## config.mk

```make
export PLATFORM = sky130hd
export DESIGN_NAME = ssi_wide_mul
export DESIGN_NICKNAME = d
export VERILOG_FILES = /design/src/hdl/segment_sphere_intersect_defines.svh /design/src/hdl/ssi_pkg.sv /design/src/hdl/ssi_wide_mul.sv
export SDC_FILE = /design/constraint.sdc
export NUM_CORES = 2
export LEC_CHECK = 0
export ABC_AREA = 0
export BUFFER_PORTS_ARGS = -buffer_cell sky130_fd_sc_hd__buf_2
export CORE_UTILIZATION = 60
export CTS_BUF_LIST = sky130_fd_sc_hd__clkbuf_16
export CTS_CLUSTER_SIZE = 16
export DETAILED_ROUTE_END_ITERATION = 10
export PLACE_DENSITY = 0.9
export SLEW_MARGIN = 20
export SYNTH_ARGS = -nofsm -noshare
export SYNTH_HDL_FRONTEND = slang
export SYNTH_SLANG_ARGS = --single-unit
```

## constraint.sdc

```tcl
create_clock -name clk_i -period 5.9 [get_ports clk_i]
set_clock_uncertainty 0.05 [all_clocks]
set_input_delay 0.295 -clock clk_i [delete_from_list [all_inputs] [get_ports clk_i]]
set_output_delay 0.295 -clock clk_i [all_outputs]
set_load 0.05 [all_outputs]
```

## src/hdl/segment_sphere_intersect_defines.svh

```systemverilog
// Assertion macros used by the RTL file of the segment versus sphere block.
`ifndef SEGMENT_SPHERE_INTERSECT_DEFINES_SVH
`define SEGMENT_SPHERE_INTERSECT_DEFINES_SVH

`ifndef SYNTHESIS
`define SSI_ASSERT(lbl, clk, rstn, prop, msg) \
  lbl: assert property (@(posedge clk) disable iff (!rstn) prop) else $error(msg);
`define SSI_ASSERT_NEXT(lbl, clk, rstn, ante, cons, msg) \
  lbl: assert property (@(posedge clk) disable iff (!rstn) (ante) |=> (cons)) else $error(msg);
`else
`define SSI_ASSERT(lbl, clk, rstn, prop, msg)
`define SSI_ASSERT_NEXT(lbl, clk, rstn, ante, cons, msg)
`endif

`endif

```

## src/hdl/ssi_pkg.sv

```systemverilog
package ssi_pkg;

  typedef struct packed {
    logic pp_en;
    logic sum_en;
  } mul_ctl_t;

endpackage

```

## src/hdl/ssi_wide_mul.sv

```systemverilog
module ssi_wide_mul #(
  parameter int WIDTH = 34
) (
  input  logic                 clk_i,
  input  ssi_pkg::mul_ctl_t    ctl_i,
  input  logic [WIDTH-1:0]     a_i,
  input  logic [WIDTH-1:0]     b_i,
  output logic [2*WIDTH-1:0]   p_o
);

  localparam int LoW = (WIDTH + 1) / 2;
  localparam int HiW = WIDTH - LoW;
  localparam int LlW = 2 * LoW;
  localparam int HhW = 2 * HiW;
  localparam int PW  = 2 * WIDTH;

  logic [LoW-1:0]   a_lo, b_lo;
  logic [HiW-1:0]   a_hi, b_hi;
  logic [LlW-1:0]   ll_d, ll_q;
  logic [WIDTH-1:0] lh_d, lh_q, hl_d, hl_q;
  logic [HhW-1:0]   hh_d, hh_q;
  logic [PW-1:0]    p_d, p_q;

  assign a_lo = a_i[LoW-1:0];
  assign b_lo = b_i[LoW-1:0];
  assign a_hi = a_i[WIDTH-1:LoW];
  assign b_hi = b_i[WIDTH-1:LoW];

  always_comb begin
    ll_d = LlW'(a_lo) * LlW'(b_lo);
    lh_d = WIDTH'(a_lo) * WIDTH'(b_hi);
    hl_d = WIDTH'(a_hi) * WIDTH'(b_lo);
    hh_d = HhW'(a_hi) * HhW'(b_hi);
  end

  always_comb begin
    p_d = (PW'(hh_q) << LlW) + ((PW'(lh_q) + PW'(hl_q)) << LoW) + PW'(ll_q);
  end

  always_ff @(posedge clk_i) begin
    if (ctl_i.pp_en) begin
      ll_q <= ll_d;
      lh_q <= lh_d;
      hl_q <= hl_d;
      hh_q <= hh_d;
    end
    if (ctl_i.sum_en) begin
      p_q <= p_d;
    end
  end

  assign p_o = p_q;

endmodule

```

# Yosys cells after proc, flatten, opt, wreduce, memory -nomap -nowiden
# Index checks and enable logic that the tools add are counted.
word_totals:
  out_inout_bits: 68
  reg_bits: 204
  elab_cells: 12
  in_bits: 71
op_classes:
  mul: 4
  addsub: 3
ops:
  columns: ["op", "n"]
  rows:
  - ["$mul 17x17->34", 4]
  - ["$add 68x34->68", 1]
  - ["$add 68x52->68", 1]
  - ["$add 34x34->35", 1]

# Logic depth before layout (Yosys ltp)
depth:
  word_depth: 3
  depth_mapped: 25
  ltp_nobuf: 24

# Worst setup path after synthesis
# OpenSTA, ideal clock, no wires.
synth_path:
  kind: "input -> register"
  startpoint: "input a_i[10]"
  endpoint: "register ll_q[28] (data pin)"
  required_time_ns: 5.591
  path_buffers: 1
  path_stages: 22
  setup_time_ns: 0.259
  setup_slack_ns: -0.257
  t_arrival_ns: 5.848
  path_cell_list: "clkbuf_1 nand2_1 fa_1 fa_1 fa_1 fa_1 inv_1 fa_1 inv_1 fa_1 inv_1 ha_1 a21o_1 a21o_1 a21o_1 a21oi_2 a21oi_1 o311ai_2 a21oi_1 a211o_1 a21oi_1 xnor2_1"
synth_between:
  elab_chain_len: 1
synth_lines:
  columns: ["element", "line_no", "rtl"]
  rows:
  - ["start, declared", "ssi_wide_mul.sv:6", "input logic [WIDTH-1:0] a_i,"]
  - ["$mul 17x17->34", "ssi_wide_mul.sv:30", "ll_d = LlW'(a_lo) * LlW'(b_lo);"]
  - ["net ll_d[28]", "ssi_wide_mul.sv:19", "logic [LlW-1:0] ll_d, ll_q;"]
  - ["end signal, assigned", "ssi_wide_mul.sv:42", "ll_q <= ll_d;"]
  - ["end, declared", "ssi_wide_mul.sv:19", null]
# The timed path passes the listed nets, and every way through them passes these cells.
# A chain may end at the register's enable or synchronous reset.

# Worst setup path in the final report
layout_path:
  startpoint: "input a_i[17]"
  endpoint: "register hl_q[31] (data pin)"
layout_between:
  elab_chain_len: 1
layout_lines:
  columns: ["element", "line_no", "rtl"]
  rows:
  - ["$mul 17x17->34", "ssi_wide_mul.sv:32", "hl_d = WIDTH'(a_hi) * WIDTH'(b_lo);"]
  - ["net hl_d[31]", "ssi_wide_mul.sv:20", "logic [WIDTH-1:0] lh_d, lh_q, hl_d, hl_q;"]
  - ["end signal, assigned", "ssi_wide_mul.sv:44", "hl_q <= hl_d;"]
  - ["end, declared", "ssi_wide_mul.sv:20", null]
# The timed path passes the listed nets, and every way through them passes these cells.

==> impl_metrics.json <==
{
  "violations": "setup timing",
  "ys_top_cells_by_area": "fa_1 (38%), ha_1 (13%), edfxtp_1 (13%), inv_1 (8.9%), and2_1 (6.7%)",
  "finalNonFillerCells": 6700,
  "syn_area_um2": 47700,
  "drv_cap": 0,
  "cts_tree": "yes",
  "grt_max_degree": 76,
  "cts_num_sinks": 204,
  "die_h_um": 284,
  "grt_pass1_vias": 42629,
  "dp_cells": 6620,
  "synthFlopType": "edfxtp_1",
  "grtUsageTotal": 0.347,
  "vias_per_cell": 5.97,
  "clock_latency_ns": 0.60,
  "synthCells": 5152,
  "fmax_mhz": 168,
  "grt_pass1_wl_mm": 220,
  "rows": 103,
  "rsz0062_at_grt": "yes",
  "crit_required_ns": 6.20,
  "root_buffer": "clkbuf_16",
  "design.core.area_um2": 78900,
  "maxSlewHeadroom": 0.396,
  "antenna_found_initial": 16,
  "synthesis.yosys.warnings": 0,
  "synthArstFlopShare": 0,
  "die_w_um": 284,
  "gr-total-overflow": 0,
  "routedWlPerCell_um": 21.9,
  "period_minus_slack_ns": 5.95,
  "arrival_ns": 6.24,
  "synth_edf_count": 204,
  "cts.htree.levels": 1,
  "final_common_cell": "inv_1",
  "drc": 0,
  "ctsHoldBuffers": 0,
  "start_kind": "input port",
  "finalCritPeriodShare": 1.01,
  "dpl.hpwl_mm": 112,
  "synth_cell_type_count": 77,
  "ys_ff_latch": 204,
  "vias": 39991,
  "end_kind": "flip-flop",
  "final-hold-violation-count": 0,
  "final_cell_mix": "inv_1 (1126), fa_1 (892), nand2_1 (750)",
  "path_clk_slew_ns": 0.06,
  "totalWireLength_mm": 147,
  "cts_max_path_buffers": 3,
  "cts_made_buffers": 26,
  "n_fill_cell": 5004,
  "ys_seq_area_frac": 0.128,
  "io_pins": 139,
  "critical_path.max_fanout": 17,
  "hp-class": "input port to flip-flop",
  "worst_pin_slew_ns": 0.905,
  "setup_viol": 7,
  "synth_fp_nets": 6622,
  "ant_nets": 0,
  "yosysTopAreaCell": "fa_1",
  "die_area_um2": 80700,
  "yosys.area.top_type_share": 0.377,
  "area_growth_pct": 15.2,
  "status": "complete, but fails checks",
  "finalWeightedCongestion": 0.990,
  "slew_violations": 0,
  "drt_first_pass_iters": 9,
  "regArea_um2": 6130,
  "avgSynthCellArea_um2": 9.27,
  "port_buffers": 138,
  "layout.nets": 7091,
  "drive_gt1_frac": 0.145,
  "multi_input_area_um2": 37100,
  "initial_core_util": 0.605,
  "drtIter0Drc": 4548,
  "critPathKind": "input port to flip-flop",
  "final.setup.worst_slack_ns": -0.0489
}
## cells by family (layout without fill, tap and decap cells)
logic type,count (synthesis),after routing,share of synthesized area
simple gates,1529,1529,0.154
fa+ha+maj,1399,1399,0.508
compound gates,479,479,0.0682
buf+inv,1351,1840,0.107
xor+xnor,189,189,0.0347
flops,204,204,0.128
mux,1,1,0.000210
other cells,0,9,0
## final timing paths
check	startpoint	to	slack (ns)	cells past startpoint
setup / recovery	a_i[17]	hl_q[31]$_DFFE_PP_	-0.05	23
hold / removal	ctl_i[0]	p_o[45]$_DFFE_PP_	0.09	1
setup reg to reg	hl_q[0]$_DFFE_PP_	p_o[56]$_DFFE_PP_	0.17	21
hold reg to reg	ll_q[3]$_DFFE_PP_	p_o[3]$_DFFE_PP_	0.37	0
## sequential cells by signal, indices dropped and copies added (netlist names)
register / cells
p_o: 68
hh_q: 34
hl_q: 34
lh_q: 34
ll_q: 34
## per-stage QoR
stage	area [um^2]	hold slack, ns	utilization	worst slack, ns	TNS, ns
floorplan	47900	0.350	-	-0.0110	-0.0110
global placement	53200	0.355	0.675	-0.549	-16.62
detailed placement	53200	0.356	0.675	-0.705	-25.06
CTS	54200	0.0856	0.687	0.00379	0
global route	55000	0.103	0.697	-0.317	-2.35
finish	55000	0.0867	0.697	-0.0489	-0.165
## synthesized netlist by cell type (all sizes together) (83+ instances only)
master / number
inv: 1130
fa: 898
nand2: 752
and2: 508
ha: 501
clkbuf: 215
edfxtp: 204
a21oi: 151
xnor2: 134
nor2: 104
a21o: 97
o21ai: 83
## cell type report
type                            instances  share of cell area
Multi-Input combinational cell       3597               0.674
Sequential cell                       204               0.111
Tap cell                             1050              0.0239
Clock buffer                           27              0.0123
Clock inverter                         21             0.00428
Antenna cell                            9            0.000410
Timing Repair Buffer                  662              0.0969
Inverter                             1130              0.0771
## critical path, cell delays in order
cell and delay (ns):
buf_2 0.31, buf_4 0.33, nand2_1 0.11, fa_1 0.39, inv_1 0.10, fa_1 0.43, ha_1 0.21, fa_1 0.53
inv_1 0.08, fa_1 0.49, fa_1 0.50, inv_1 0.05, ha_1 0.31, o21a_1 0.12, o21ai_1 0.25, a21oi_1 0.15
a21o_1 0.21, nand3_2 0.11, nand2_2 0.06, o41a_1 0.44, a221o_1 0.35, a221oi_2 0.28, xnor2_1 0.10
## routing by layer
| metal | wire length [um] | vias to the layer above | global-route usage |
|---|---|---|---|
| li1 | - | 16636 | - |
| met1 | 48000 | 19339 | 0.409 |
| met2 | 66800 | 3020 | 0.569 |
| met3 | 19600 | 978 | 0.0916 |
| met4 | 12200 | 18 | 0.210 |
| met5 | 117 | - | 0 |
## repair_timing
action | in CTS | in global routing
resized for setup | 10 | 155
hold endpoints to repair | 0 | 0
setup endpoints to repair | 14 | 56
pin swaps | 0 | 57
setup buffers | 1 | 19
gates cloned | 0 | 3
Power is left out: the tool's default activity adds up to more than one toggle a clock period on the data nets, which glitch-free logic cannot reach.
